$ cat config.mk
export PLATFORM = sky130hd
export DESIGN_NAME = gfa_record_range_filter
export DESIGN_NICKNAME = d
export VERILOG_FILES = /design/src/rtl/grrf_pkg.sv /design/src/rtl/grrf_front.sv /design/src/rtl/grrf_queue.sv /design/src/rtl/grrf_back.sv /design/src/rtl/gfa_record_range_filter.sv
export SDC_FILE = /design/constraint.sdc
export NUM_CORES = 2
export LEC_CHECK = 0
export BUFFER_PORTS_ARGS = -buffer_cell sky130_fd_sc_hd__buf_2
export CAP_MARGIN = 15
export CORE_ASPECT_RATIO = 1.25
export CORE_MARGIN = 2
export CORE_UTILIZATION = 45
export CTS_CLUSTER_DIAMETER = 120
export DETAILED_ROUTE_END_ITERATION = 8
export PLACE_DENSITY_LB_ADDON = 0.1
export SLEW_MARGIN = 40
export SYNTH_ARGS = -nofsm -noshare
export SYNTH_HDL_FRONTEND = slang
export SYNTH_SLANG_ARGS = --single-unit
$ cat constraint.sdc
create_clock -name clk -period 15.3 [get_ports clk]
set_input_delay 0 -clock clk [delete_from_list [all_inputs] [get_ports clk]]
set_output_delay 0 -clock clk [all_outputs]
set_load 0.05 [all_outputs]
$ cat src/rtl/grrf_pkg.sv
`default_nettype none
// ----------------------------------------------------------------------------
// grrf_pkg
// Types and constants shared by the record range filter modules.
// ----------------------------------------------------------------------------
package grrf_pkg;

    localparam int COUNT_WIDTH_DEF = 32;
    localparam int ID_WIDTH_DEF    = 64;
    localparam int CFG_WIDTH       = 64;
    localparam int Q_DEPTH         = 4;
    localparam int MAX_TAB         = 7;

    localparam logic [7:0] CH_LF   = 8'h0A;
    localparam logic [7:0] CH_TAB  = 8'h09;
    localparam logic [7:0] CH_GT   = 8'h3E;
    localparam logic [7:0] CH_LT   = 8'h3C;
    localparam logic [7:0] CH_H    = 8'h48;
    localparam logic [7:0] CH_S    = 8'h53;
    localparam logic [7:0] CH_L    = 8'h4C;
    localparam logic [7:0] CH_W    = 8'h57;
    localparam logic [7:0] CH_0    = 8'h30;
    localparam logic [7:0] CH_9    = 8'h39;

    localparam logic       CFG_LOW  = 1'b0;
    localparam logic       CFG_HIGH = 1'b1;

    localparam logic       ACT_BYTE = 1'b0;
    localparam logic       ACT_END  = 1'b1;

    localparam logic       KIND_LINE    = 1'b0;
    localparam logic       KIND_SUMMARY = 1'b1;

    typedef enum logic [2:0] {
        REC_H     = 3'd0,
        REC_S     = 3'd1,
        REC_L     = 3'd2,
        REC_W     = 3'd3,
        REC_OTHER = 3'd4
    } rec_t;

    typedef enum logic [3:0] {
        ERR_NONE       = 4'd0,
        ERR_BOUNDS     = 4'd1,
        ERR_MISSING    = 4'd2,
        ERR_BAD_ID     = 4'd3,
        ERR_ORIENT     = 4'd4,
        ERR_EMPTY_ID   = 4'd5,
        ERR_LINK_CROSS = 4'd6,
        ERR_WALK_CROSS = 4'd7,
        ERR_INCOMPLETE = 4'd8
    } err_t;

    typedef struct packed {
        logic       action;
        logic [7:0] data_byte;
    } in_t;

    typedef struct packed {
        logic        result_kind;
        logic        keep;
        logic [2:0]  record_type;
        logic [3:0]  error_code;
        logic [31:0] header_count;
        logic [31:0] segment_count;
        logic [31:0] link_count;
        logic [31:0] walk_count;
        logic [31:0] other_count;
        logic        last;
    } out_t;

    // one finished line and/or end of input, front to back
    typedef struct packed {
        logic summary;
        logic has_line;
        rec_t rtype;
        logic keep;
        err_t err;
    } evt_t;

endpackage
`default_nettype wire

$ cat src/rtl/grrf_front.sv
`default_nettype none
// ----------------------------------------------------------------------------
// grrf_front
// Byte parser: tracks fields and ids of the current line, latches errors and
// posts one event per finished line or end of input.
// ----------------------------------------------------------------------------
module grrf_front
    import grrf_pkg::*;
#(
    parameter int ID_WIDTH = ID_WIDTH_DEF
)
(
    input  wire logic                 clk,
    input  wire logic                 rst_n,
    input  wire logic                 accept,
    input  wire in_t                  item,
    input  wire logic [CFG_WIDTH-1:0] low_id,
    input  wire logic [CFG_WIDTH-1:0] high_id,
    output      logic                 evt_push,
    output      evt_t                 evt
);

    rec_t                type_reg, type_next;
    logic                hb_reg, hb_next;
    logic [2:0]          tab_reg, tab_next;
    logic [ID_WIDTH-1:0] acc_reg, acc_next;
    logic                dig_reg, dig_next;
    logic                bad_reg, bad_next;
    logic                ws_reg, ws_next;
    logic                fi_reg, fi_next;
    logic                si_reg, si_next;
    logic                so_reg, so_next;
    logic                lk_reg, lk_next;
    err_t                err_reg, err_next;

    logic [CFG_WIDTH-1:0] acc_ext;
    logic                 in_acc;
    logic                 bad_bounds;
    logic [ID_WIDTH+3:0]  prod;
    logic [3:0]           digit;
    logic                 is_digit;
    logic                 ovf;

    assign acc_ext    = CFG_WIDTH'(acc_reg);
    assign in_acc     = (acc_ext >= low_id) && (acc_ext <= high_id);
    assign bad_bounds = (low_id == '0) || (high_id == '0) || (low_id > high_id);
    assign is_digit   = (item.data_byte >= CH_0) && (item.data_byte <= CH_9);
    assign digit      = 4'(item.data_byte - CH_0);
    // times ten plus digit
    assign prod       = ({4'b0, acc_reg} << 3) + ({4'b0, acc_reg} << 1)
                        + (ID_WIDTH+4)'(digit);
    assign ovf        = (prod[ID_WIDTH+3:ID_WIDTH] != 4'b0);

    always_comb
    begin
        logic is_end;
        logic is_lf;
        logic is_tab;
        logic finish;
        logic do_fe;
        logic id_push;
        logic walk_done;
        logic [2:0] need;
        logic keep_v;

        type_next = type_reg;
        hb_next   = hb_reg;
        tab_next  = tab_reg;
        acc_next  = acc_reg;
        dig_next  = dig_reg;
        bad_next  = bad_reg;
        ws_next   = ws_reg;
        fi_next   = fi_reg;
        si_next   = si_reg;
        so_next   = so_reg;
        lk_next   = lk_reg;
        err_next  = err_reg;
        evt_push  = 1'b0;
        evt       = '{summary: 1'b0, has_line: 1'b0, rtype: REC_H, keep: 1'b0,
                      err: ERR_NONE};

        is_end    = (item.action == ACT_END);
        is_lf     = !is_end && (item.data_byte == CH_LF);
        is_tab    = !is_end && (item.data_byte == CH_TAB);
        finish    = accept && hb_reg && (is_end || is_lf);
        do_fe     = finish || (accept && is_tab);
        id_push   = 1'b0;
        walk_done = 1'b0;
        need      = 3'd0;
        keep_v    = 1'b0;

        if (accept && err_next == ERR_NONE && bad_bounds)
            err_next = ERR_BOUNDS;

        // first byte names the record
        if (accept && !is_end && !is_lf && !hb_reg)
        begin
            hb_next = 1'b1;
            unique case (item.data_byte)
                CH_H:    type_next = REC_H;
                CH_S:    type_next = REC_S;
                CH_L:    type_next = REC_L;
                CH_W:    type_next = REC_W;
                default: type_next = REC_OTHER;
            endcase
        end

        // field end
        if (do_fe && err_next == ERR_NONE)
        begin
            if (type_next == REC_S && tab_reg == 3'd1)
            begin
                if (!dig_reg || bad_reg) err_next = ERR_BAD_ID;
                else                     lk_next  = in_acc;
            end
            else if (type_next == REC_L && tab_reg == 3'd1)
            begin
                if (!dig_reg || bad_reg) err_next = ERR_BAD_ID;
                else                     fi_next  = in_acc;
            end
            else if (type_next == REC_L && tab_reg == 3'd3)
            begin
                if (!dig_reg || bad_reg)   err_next = ERR_BAD_ID;
                else if (in_acc != fi_reg) err_next = ERR_LINK_CROSS;
                else                       lk_next  = fi_reg;
            end
            else if (type_next == REC_W && tab_reg == 3'd6)
            begin
                walk_done = ws_reg;
            end
        end

        // field byte
        if (accept && !is_end && !is_lf && !is_tab && err_next == ERR_NONE)
        begin
            if ((type_next == REC_S && tab_reg == 3'd1) ||
                (type_next == REC_L && (tab_reg == 3'd1 || tab_reg == 3'd3)))
            begin
                id_push = 1'b1;
            end
            else if (type_next == REC_W && tab_reg == 3'd6)
            begin
                if (item.data_byte == CH_GT || item.data_byte == CH_LT)
                    walk_done = ws_reg;
                else if (!ws_reg)
                    err_next = ERR_ORIENT;
                else
                    id_push = 1'b1;
            end
        end

        if (walk_done)
        begin
            if (!dig_reg)
                err_next = ERR_EMPTY_ID;
            else if (bad_reg)
                err_next = ERR_BAD_ID;
            else
            begin
                if (in_acc) si_next = 1'b1;
                else        so_next = 1'b1;
                if (si_next && so_next)
                    err_next = ERR_WALK_CROSS;
            end
        end

        // walk field closing keeps the verdict
        if (do_fe && type_next == REC_W && tab_reg == 3'd6 && err_reg == ERR_NONE
            && !(accept && bad_bounds))
            lk_next = si_next;

        // a new walk step
        if (accept && !is_end && !is_lf && !is_tab && err_next == ERR_NONE
            && type_next == REC_W && tab_reg == 3'd6
            && (item.data_byte == CH_GT || item.data_byte == CH_LT))
        begin
            ws_next  = 1'b1;
            acc_next = '0;
            dig_next = 1'b0;
            bad_next = 1'b0;
        end

        if (id_push)
        begin
            dig_next = 1'b1;
            if (!bad_reg)
            begin
                if (!is_digit || ovf) bad_next = 1'b1;
                else                  acc_next = prod[ID_WIDTH-1:0];
            end
        end

        if (accept && is_tab)
        begin
            if (tab_reg != 3'(MAX_TAB))
                tab_next = tab_reg + 3'd1;
            acc_next = '0;
            dig_next = 1'b0;
            bad_next = 1'b0;
        end

        if (finish)
        begin
            unique case (type_reg)
                REC_S:   need = 3'd1;
                REC_L:   need = 3'd3;
                REC_W:   need = 3'd6;
                default: need = 3'd0;
            endcase
            if (tab_reg < need && err_next == ERR_NONE)
                err_next = ERR_MISSING;
            if (err_next == ERR_NONE)
            begin
                if (type_reg == REC_H)          keep_v = 1'b1;
                else if (type_reg == REC_OTHER) keep_v = 1'b0;
                else                            keep_v = lk_next;
            end
        end

        if (accept && (is_end || (is_lf && hb_reg)))
        begin
            evt_push     = 1'b1;
            evt.summary  = is_end;
            evt.has_line = hb_reg;
            evt.rtype    = hb_reg ? type_reg : REC_H;
            evt.keep     = keep_v;
            evt.err      = err_next;
        end

        if (finish || (accept && is_end))
        begin
            type_next = REC_H;
            hb_next   = 1'b0;
            tab_next  = '0;
            acc_next  = '0;
            dig_next  = 1'b0;
            bad_next  = 1'b0;
            ws_next   = 1'b0;
            fi_next   = 1'b0;
            si_next   = 1'b0;
            so_next   = 1'b0;
            lk_next   = 1'b0;
        end
        if (accept && is_end)
            err_next = ERR_NONE;
    end

    always_ff @(posedge clk or negedge rst_n)
    begin
        if (!rst_n)
        begin
            type_reg <= REC_H;
            hb_reg   <= 1'b0;
            tab_reg  <= '0;
            acc_reg  <= '0;
            dig_reg  <= 1'b0;
            bad_reg  <= 1'b0;
            ws_reg   <= 1'b0;
            fi_reg   <= 1'b0;
            si_reg   <= 1'b0;
            so_reg   <= 1'b0;
            lk_reg   <= 1'b0;
            err_reg  <= ERR_NONE;
        end
        else
        begin
            type_reg <= type_next;
            hb_reg   <= hb_next;
            tab_reg  <= tab_next;
            acc_reg  <= acc_next;
            dig_reg  <= dig_next;
            bad_reg  <= bad_next;
            ws_reg   <= ws_next;
            fi_reg   <= fi_next;
            si_reg   <= si_next;
            so_reg   <= so_next;
            lk_reg   <= lk_next;
            err_reg  <= err_next;
        end
    end

endmodule
`default_nettype wire

$ cat src/rtl/grrf_queue.sv
`default_nettype none
// ----------------------------------------------------------------------------
// grrf_queue
// Short event queue between parser and result stage.
// ----------------------------------------------------------------------------
module grrf_queue
    import grrf_pkg::*;
(
    input  wire logic clk,
    input  wire logic rst_n,
    input  wire logic wr,
    input  wire evt_t wr_data,
    input  wire logic rd,
    output      logic q_full,
    output      logic q_valid,
    output      evt_t head
);

    localparam int PW = $clog2(Q_DEPTH);
    localparam int CW = $clog2(Q_DEPTH + 1);

    evt_t          slot_reg [Q_DEPTH];
    logic [PW-1:0] wp_reg, wp_next;
    logic [PW-1:0] rp_reg, rp_next;
    logic [CW-1:0] cnt_reg, cnt_next;

    assign q_full  = (cnt_reg == CW'(Q_DEPTH));
    assign q_valid = (cnt_reg != '0);
    assign head    = slot_reg[rp_reg];

    always_comb
    begin
        wp_next  = wp_reg;
        rp_next  = rp_reg;
        cnt_next = cnt_reg;
        if (wr)
            wp_next = (wp_reg == PW'(Q_DEPTH - 1)) ? '0 : wp_reg + PW'(1);
        if (rd)
            rp_next = (rp_reg == PW'(Q_DEPTH - 1)) ? '0 : rp_reg + PW'(1);
        if (wr && !rd)
            cnt_next = cnt_reg + CW'(1);
        else if (rd && !wr)
            cnt_next = cnt_reg - CW'(1);
    end

    always_ff @(posedge clk)
    begin
        if (wr)
            slot_reg[wp_reg] <= wr_data;
    end

    always_ff @(posedge clk or negedge rst_n)
    begin
        if (!rst_n)
        begin
            wp_reg  <= '0;
            rp_reg  <= '0;
            cnt_reg <= '0;
        end
        else
        begin
            wp_reg  <= wp_next;
            rp_reg  <= rp_next;
            cnt_reg <= cnt_next;
        end
    end

endmodule
`default_nettype wire

$ cat src/rtl/grrf_back.sv
`default_nettype none
// ----------------------------------------------------------------------------
// grrf_back
// Result stage: updates the saturating counters, runs the completeness check
// and holds the output word.
// ----------------------------------------------------------------------------
module grrf_back
    import grrf_pkg::*;
#(
    parameter int COUNT_WIDTH = COUNT_WIDTH_DEF
)
(
    input  wire logic clk,
    input  wire logic rst_n,
    input  wire logic q_valid,
    input  wire evt_t head,
    output      logic q_rd,
    input  wire logic pop,
    output      logic empty,
    output      out_t result
);

    localparam logic [COUNT_WIDTH-1:0] CNT_MAX = '1;

    logic [COUNT_WIDTH-1:0] cnt_reg [5];
    logic [COUNT_WIDTH-1:0] cnt_next [5];
    logic                   phase_reg, phase_next;
    logic                   ov_reg, ov_next;
    out_t                   out_reg, out_next;
    logic                   load;
    logic                   load_sum;

    function automatic logic [31:0] low32(input logic [COUNT_WIDTH-1:0] v);
        logic [63:0] w;
        w = 64'(v);
        return w[31:0];
    endfunction

    assign empty  = !ov_reg;
    assign result = out_reg;

    always_comb
    begin
        logic do_line;
        logic bump;
        err_t e;

        cnt_next   = cnt_reg;
        phase_next = phase_reg;
        ov_next    = ov_reg && !pop;
        out_next   = out_reg;
        q_rd       = 1'b0;
        load       = 1'b0;
        load_sum   = 1'b0;
        do_line    = 1'b0;
        bump       = 1'b0;
        e          = head.err;

        if ((!ov_reg || pop) && q_valid)
        begin
            load    = 1'b1;
            ov_next = 1'b1;
            do_line = head.has_line && !(head.summary && phase_reg);
            if (do_line)
            begin
                bump = (head.err == ERR_NONE)
                       && (head.rtype == REC_H || head.rtype == REC_OTHER || head.keep);
                for (int i = 0; i < 5; i++)
                begin
                    if (bump && 3'(i) == head.rtype && cnt_reg[i] != CNT_MAX)
                        cnt_next[i] = cnt_reg[i] + COUNT_WIDTH'(1);
                end
                out_next.result_kind = KIND_LINE;
                out_next.keep        = head.keep;
                out_next.record_type = head.rtype;
                out_next.error_code  = head.err;
                out_next.last        = !head.summary;
                if (head.summary)
                    phase_next = 1'b1;
                else
                    q_rd = 1'b1;
            end
            else
            begin
                load_sum = 1'b1;
                if (e == ERR_NONE && (cnt_reg[0] != COUNT_WIDTH'(1)
                    || cnt_reg[1] == '0 || cnt_reg[2] == '0 || cnt_reg[3] == '0))
                    e = ERR_INCOMPLETE;
                out_next.result_kind = KIND_SUMMARY;
                out_next.keep        = 1'b0;
                out_next.record_type = REC_H;
                out_next.error_code  = e;
                out_next.last        = 1'b1;
                phase_next           = 1'b0;
                q_rd                 = 1'b1;
                for (int i = 0; i < 5; i++)
                    cnt_next[i] = '0;
            end
            out_next.header_count  = low32(load_sum ? cnt_reg[0] : cnt_next[0]);
            out_next.segment_count = low32(load_sum ? cnt_reg[1] : cnt_next[1]);
            out_next.link_count    = low32(load_sum ? cnt_reg[2] : cnt_next[2]);
            out_next.walk_count    = low32(load_sum ? cnt_reg[3] : cnt_next[3]);
            out_next.other_count   = low32(load_sum ? cnt_reg[4] : cnt_next[4]);
        end
    end

    always_ff @(posedge clk)
    begin
        if (load)
            out_reg <= out_next;
    end

    always_ff @(posedge clk or negedge rst_n)
    begin
        if (!rst_n)
        begin
            for (int i = 0; i < 5; i++)
                cnt_reg[i] <= '0;
            phase_reg <= 1'b0;
            ov_reg    <= 1'b0;
        end
        else
        begin
            cnt_reg   <= cnt_next;
            phase_reg <= phase_next;
            ov_reg    <= ov_next;
        end
    end

`ifndef SYNTH
    a_clear_after_summary: assert property (@(posedge clk) disable iff (!rst_n)
        load_sum |=> (cnt_reg[0] == '0 && cnt_reg[1] == '0 && cnt_reg[4] == '0))
        else $error("counters not cleared after summary");

    a_phase_head: assert property (@(posedge clk) disable iff (!rst_n)
        phase_reg |-> (q_valid && head.summary && head.has_line))
        else $error("split summary without matching queue head");

    a_not_last: assert property (@(posedge clk) disable iff (!rst_n)
        (ov_reg && !out_reg.last) |-> phase_reg)
        else $error("word without last while no summary pending");
`endif

endmodule
`default_nettype wire

$ cat src/rtl/gfa_record_range_filter.sv
`default_nettype none
// ----------------------------------------------------------------------------
// gfa_record_range_filter
// Keeps GFA records whose segment ids fall in a configured range, one text
// byte per word, with a verdict per line and a summary at end of input.
// ----------------------------------------------------------------------------
// a verdict word goes through the event queue and the output register
// throughput: one byte per cycle while not full; end of input with a pending
//   line yields two words, the line verdict and then the summary
// a four-entry queue between parser and result stage absorbs pop stalls
// reset: asynchronous, clears parser, counters and queue; bounds reset to 1
module gfa_record_range_filter
    import grrf_pkg::*;
#(
    parameter int COUNT_WIDTH = COUNT_WIDTH_DEF,
    parameter int ID_WIDTH    = ID_WIDTH_DEF
)
(
    input  wire logic                 clk,
    input  wire logic                 rst_n,
    input  wire logic                 push,
    output      logic                 full,
    input  wire in_t                  item,
    output      logic                 empty,
    input  wire logic                 pop,
    output      out_t                 result,
    input  wire logic                 cfg_we,
    input  wire logic                 cfg_index,
    input  wire logic [CFG_WIDTH-1:0] cfg_data
);

    logic [CFG_WIDTH-1:0] low_reg;
    logic [CFG_WIDTH-1:0] high_reg;
    logic                 accept;
    logic                 evt_push;
    evt_t                 evt;
    logic                 q_full;
    logic                 q_valid;
    logic                 q_rd;
    evt_t                 head;

    assign full   = q_full;
    assign accept = push && !q_full;

    always_ff @(posedge clk or negedge rst_n)
    begin
        if (!rst_n)
        begin
            low_reg  <= CFG_WIDTH'(1);
            high_reg <= CFG_WIDTH'(1);
        end
        else if (cfg_we)
        begin
            if (cfg_index == CFG_LOW)
                low_reg <= cfg_data;
            else
                high_reg <= cfg_data;
        end
    end

    grrf_front #(.ID_WIDTH(ID_WIDTH)) u_front
    (
        .clk      (clk),
        .rst_n    (rst_n),
        .accept   (accept),
        .item     (item),
        .low_id   (low_reg),
        .high_id  (high_reg),
        .evt_push (evt_push),
        .evt      (evt)
    );

    grrf_queue u_queue
    (
        .clk     (clk),
        .rst_n   (rst_n),
        .wr      (evt_push),
        .wr_data (evt),
        .rd      (q_rd),
        .q_full  (q_full),
        .q_valid (q_valid),
        .head    (head)
    );

    grrf_back #(.COUNT_WIDTH(COUNT_WIDTH)) u_back
    (
        .clk     (clk),
        .rst_n   (rst_n),
        .q_valid (q_valid),
        .head    (head),
        .q_rd    (q_rd),
        .pop     (pop),
        .empty   (empty),
        .result  (result)
    );

endmodule
`default_nettype wire
==> flow_results.org <==
** Outcome
- The flow ran to the end, and the final reports show no timing, DRC or antenna violations.

** Clocking
- Clock transition at the registers of the reported paths :: about 0.06 ns
- TritonCTS clock tree :: yes
- The number of gates resized after CTS was 0.
- The longest clock path from root to sink contains 3 buffers.
- The later pin in the worst-skew pair is clocked with a latency of 0.63 ns.
- Counting every sink on the clock net gives 589.
- CTS root buf :: sky130_fd_sc_hd__clkbuf_16
- Count of hold-fix buffers inserted at cts :: 82
- Clock buffers created by TritonCTS :: between 60 and 70
- The H-tree was split into 3 levels.
- Setup Fix Bufs, Post-CTS :: 0

** Drt
- Count of vias placed by the detailed router :: approximately 30000
- Met3 WL :: roughly 4700 um
- Dividing the detail-routed wire length by the instance count gives between 20 and 25 um.
- In the routed layout, each cell is associated on average with a via count of roughly 5.7.
- For this run, design rule violations remaining after detail routing come to 0.
- First-pass iteration count of the detailed router :: 5
- For this block, the routed nets add up to 106000 um of wire.
- For this block, the initial DRC count from the detailed router was slightly below 2000.
- After detailed routing, the wire length on met1 is ~44000 um.
- Detailed routing placed a total of 52200 um of wire on met2.
- Signal routing reaches up to met5.
- Once detail routing completed, the nets flagged for antenna violations numbered 0.

** Synthesis
- Main synth FF type :: sky130_fd_sc_hd__dfrtp_1
- Counting flops with a built-in enable in the synthesized netlist gives 210.
- Post-synthesis instance area :: between 30000 and 40000 sq um
- Mean area per synthesized cell :: between 9 and 10 sq um
- The synthesized netlist contains 95 unique library cells.
- Synthesis produced 3902 cells.
- Synthesis inferred 589 register bits.
- Count of warnings emitted by yosys :: 0
- Async S/R FF share, synth :: 0.643
- Sequential element share of the synthesized area :: 0.428
- Net count after synthesis :: about 4300

** Setup path
- Along the worst path, the maximum fanout reaches 35.
- Category of the most critical setup path :: reg2reg
- STA classifies the critical path endpoint as a register.
- CP startpoint kind :: register
- The worst register-to-register path begins at u_front.acc_ext[2].
- Counting cells, the worst reg-to-reg path comes to 14.
- At the worst endpoint, the required time is between 15 and 20 ns.
- The worst register-to-register path ends at u_front.acc_ext[13].
- Arr. time, crit path :: around 5.8 ns
- Slack of the worst reg-to-reg path :: 10.0 ns

** STA
- Final Max Slew Viols :: 0
- In this run the tightest slew margin relative to its limit is 0.411.
- Worst Tran Pin Value :: ~0.88 ns
- The number of hold violations in the final report is 0.
- The routed design could run at a clock period as short as 5.30 ns.
- Worst-case clock skew :: roughly 0.025 ns
- Setup repair after global routing left no endpoint under its margin.
- Hold timing on the final database bottoms out at a slack of roughly 0.1 ns.
- In the finished design, the share of the clock period the worst path needs comes to 0.347.
- Timing would allow up to 189 MHz.
- Total of endpoints with negative setup slack in the final report :: 0
- For the final routed database, the setup TNS stands at 0 ns.

** Placement
- The congestion estimate from routability-driven global placement came to slightly above 0.9.
- Number of buffers added on ports :: 250
- After legalization and detailed placement, the total HPWL measured 77100 um.
- Including well taps, the total number of placed cells is just over 5000.
- Once placement finished, the instance area stood at 39000 sq um.

** Worst hold path
- The worst hold path begins at item[7].
- Cells on Worst Hold Path :: 6
- In this run the worst hold path is classified as in2reg.
- The path with the worst hold slack has its endpoint at u_front.type_reg[2].

** Final layout
- For this run, the post-layout net count is 4544.
- The finished cells cover 42100 sq um.
- Compared with the post-synthesis result, the final layout area differs by 14.1%.
- After filler insertion, the fill cell instance count of the layout stands at between 7000 and 8000.
- For this run, the number of standard cells in the final layout without fillers is around 5200.
- The multi-input combinational cells in the finished layout cover a total of roughly 20000 sq um.
- Across the whole layout, storage elements account for ~16000 sq um.
- Fraction of layout instances using a drive strength above 1 :: 0.123
- Max FFs per register :: 170

** Global route
- Maximum number of pins on one net before global-route repair :: between 100 and 150
- Initial antenna violation count :: 4
- Global-route usage over all layers :: 0.250
- Global-route wire length before repair :: roughly 170000 um
- Via count of the first global-routing pass :: 29345
- Global route total overflow :: 0

** Die
- The initialized floorplan defines 117 standard-cell rows.
- The core region is 81400 sq um.
- For this design the top-level I/O count stands at ~250.
- The die is roughly 260 um wide.
- For this configuration, the core starts out at a cell density of 0.454.
- Die ar. :: around 84000 sq um
- Die extent in y :: around 320 um

** Job
- The tool flagged a number of max-cap violations equal to 0.

** Pwr
- Leakage power of the design :: 0.0188 uW
- The completed layout was analyzed and its total power is 5160 uW.
- The worst-case IR drop observed on VDD is between 90 and 100 uV.
- In this run the power density over the cells is 122 nW/um^2.
-- power breakdown --
part           total, uW  switching, uW  internal, uW
Combinational       1530           1150           381
Clock               1640            687           955
Sequential          1990            129          1860
Total               5160           1960          3200
-- how the worst max path moves through the flow --
stage	depth (start not counted)	endpoint	slack, ns	from
floorplan	6	u_back.result[0]	8.74	u_queue.cnt_reg[0]
global placement	14	u_front.acc_ext[24]	9.81	high_reg[39]
detailed placement	14	u_front.acc_ext[51]	10.04	u_front.acc_ext[2]
CTS	14	u_front.acc_ext[15]	10.02	u_front.acc_ext[2]
global route	14	u_front.acc_ext[29]	9.75	high_reg[39]
finish	14	u_front.acc_ext[13]	10.0	u_front.acc_ext[2]
-- Yosys cell counts, drive strengths merged (9+ instances only) --
cell type / number / area (sq um)
inv: 189 / 709
and3: 69 / 442
o31ai: 77 / 578
and2: 46 / 290
o211ai: 16 / 120
or3: 9 / 56.3
a21o: 51 / 383
edfxtp: 210 / 6310
nor2b: 15 / 93.8
a31oi: 50 / 313
a21boi: 9 / 71.3
o21a: 9 / 67.6
o21ai: 365 / 1830
ha: 341 / 4270
mux2: 71 / 800
nor4: 80 / 543
clkbuf: 173 / 653
a21oi: 176 / 888
nand4: 102 / 638
xnor2: 127 / 1110
buf: 37 / 224
dfrtp: 377 / 9430
and4: 18 / 158
nand3: 171 / 873
mux4: 10 / 255
nor2: 202 / 761
nand2b: 16 / 100
xor2: 94 / 823
nand2: 501 / 1880
o22ai: 65 / 407
a211oi: 24 / 190
o21bai: 16 / 120
nor3: 51 / 283
-- metal layers --
| metal | up-vias | global-route usage |
|---|---|---|
| li1 | 14677 | - |
| met1 | 14502 | 0.306 |
| met2 | 707 | 0.433 |
| met3 | 185 | 0.0376 |
| met4 | 6 | 0.117 |
| met5 | - | 0 |
-- final cells by class --
type | instances | share of cell area
clock buffer | 84 | 0.0425
timing repair buffer | 361 | 0.0573
inverter | 190 | 0.0172
clock inverter | 35 | 0.00956
sequential | 589 | 0.375
tap | 1071 | 0.0318
multi-input combinational | 2913 | 0.467
antenna | 1 | 0.0000594
-- through the flow --
step                utilization  setup slack [ns]
floorplan                     -              8.74
global route              0.518              9.75
CTS                       0.516             10.02
finish                    0.518              10.0
detailed placement        0.479             10.04
global placement          0.478              9.81
-- cells by family after synthesis --
kind of cell	count (synthesis)	synth area share
buffers and inverters	400	0.0431
muxes	84	0.0294
and+or+nand+nor	1319	0.174
adders and majority gates	344	0.117
DFF	589	0.428
xor gates and xnor gates	221	0.0524
AOI/OAI and AO/OA	945	0.156
-- worst max-delay path, stage by stage (launching register included) --
cell                        delay [ns]
sky130_fd_sc_hd__dfrtp_1          0.45
sky130_fd_sc_hd__fa_1             0.47
sky130_fd_sc_hd__ha_1             0.32
sky130_fd_sc_hd__a211o_1          0.32
sky130_fd_sc_hd__a211o_1          0.29
sky130_fd_sc_hd__a211oi_2         0.30
sky130_fd_sc_hd__o21bai_1         0.20
sky130_fd_sc_hd__o31a_1           0.40
sky130_fd_sc_hd__or2_1            0.33
sky130_fd_sc_hd__nor4_1           0.32
sky130_fd_sc_hd__a2111oi_0        0.14
sky130_fd_sc_hd__or4_2            0.92
sky130_fd_sc_hd__buf_4            0.41
sky130_fd_sc_hd__nand3_1          0.15
sky130_fd_sc_hd__o22ai_1          0.09
-- placed cells by master, fill, tap and decap left out, types with 102 or more instances in the layout --
cell type                  netlist  final
sky130_fd_sc_hd__o21ai_0       365    365
sky130_fd_sc_hd__nand4_1       102    102
sky130_fd_sc_hd__a21oi_1       174    174
sky130_fd_sc_hd__xnor2_1       127    127
sky130_fd_sc_hd__edfxtp_1      210    210
sky130_fd_sc_hd__buf_2          17    249
sky130_fd_sc_hd__nand3_1       169    169
sky130_fd_sc_hd__nand2_1       501    499
sky130_fd_sc_hd__inv_1         189    188
sky130_fd_sc_hd__ha_1          341    341
sky130_fd_sc_hd__nor2_1        201    199
sky130_fd_sc_hd__dfrtp_1       377    377
(Power assumes the default switching activity.)
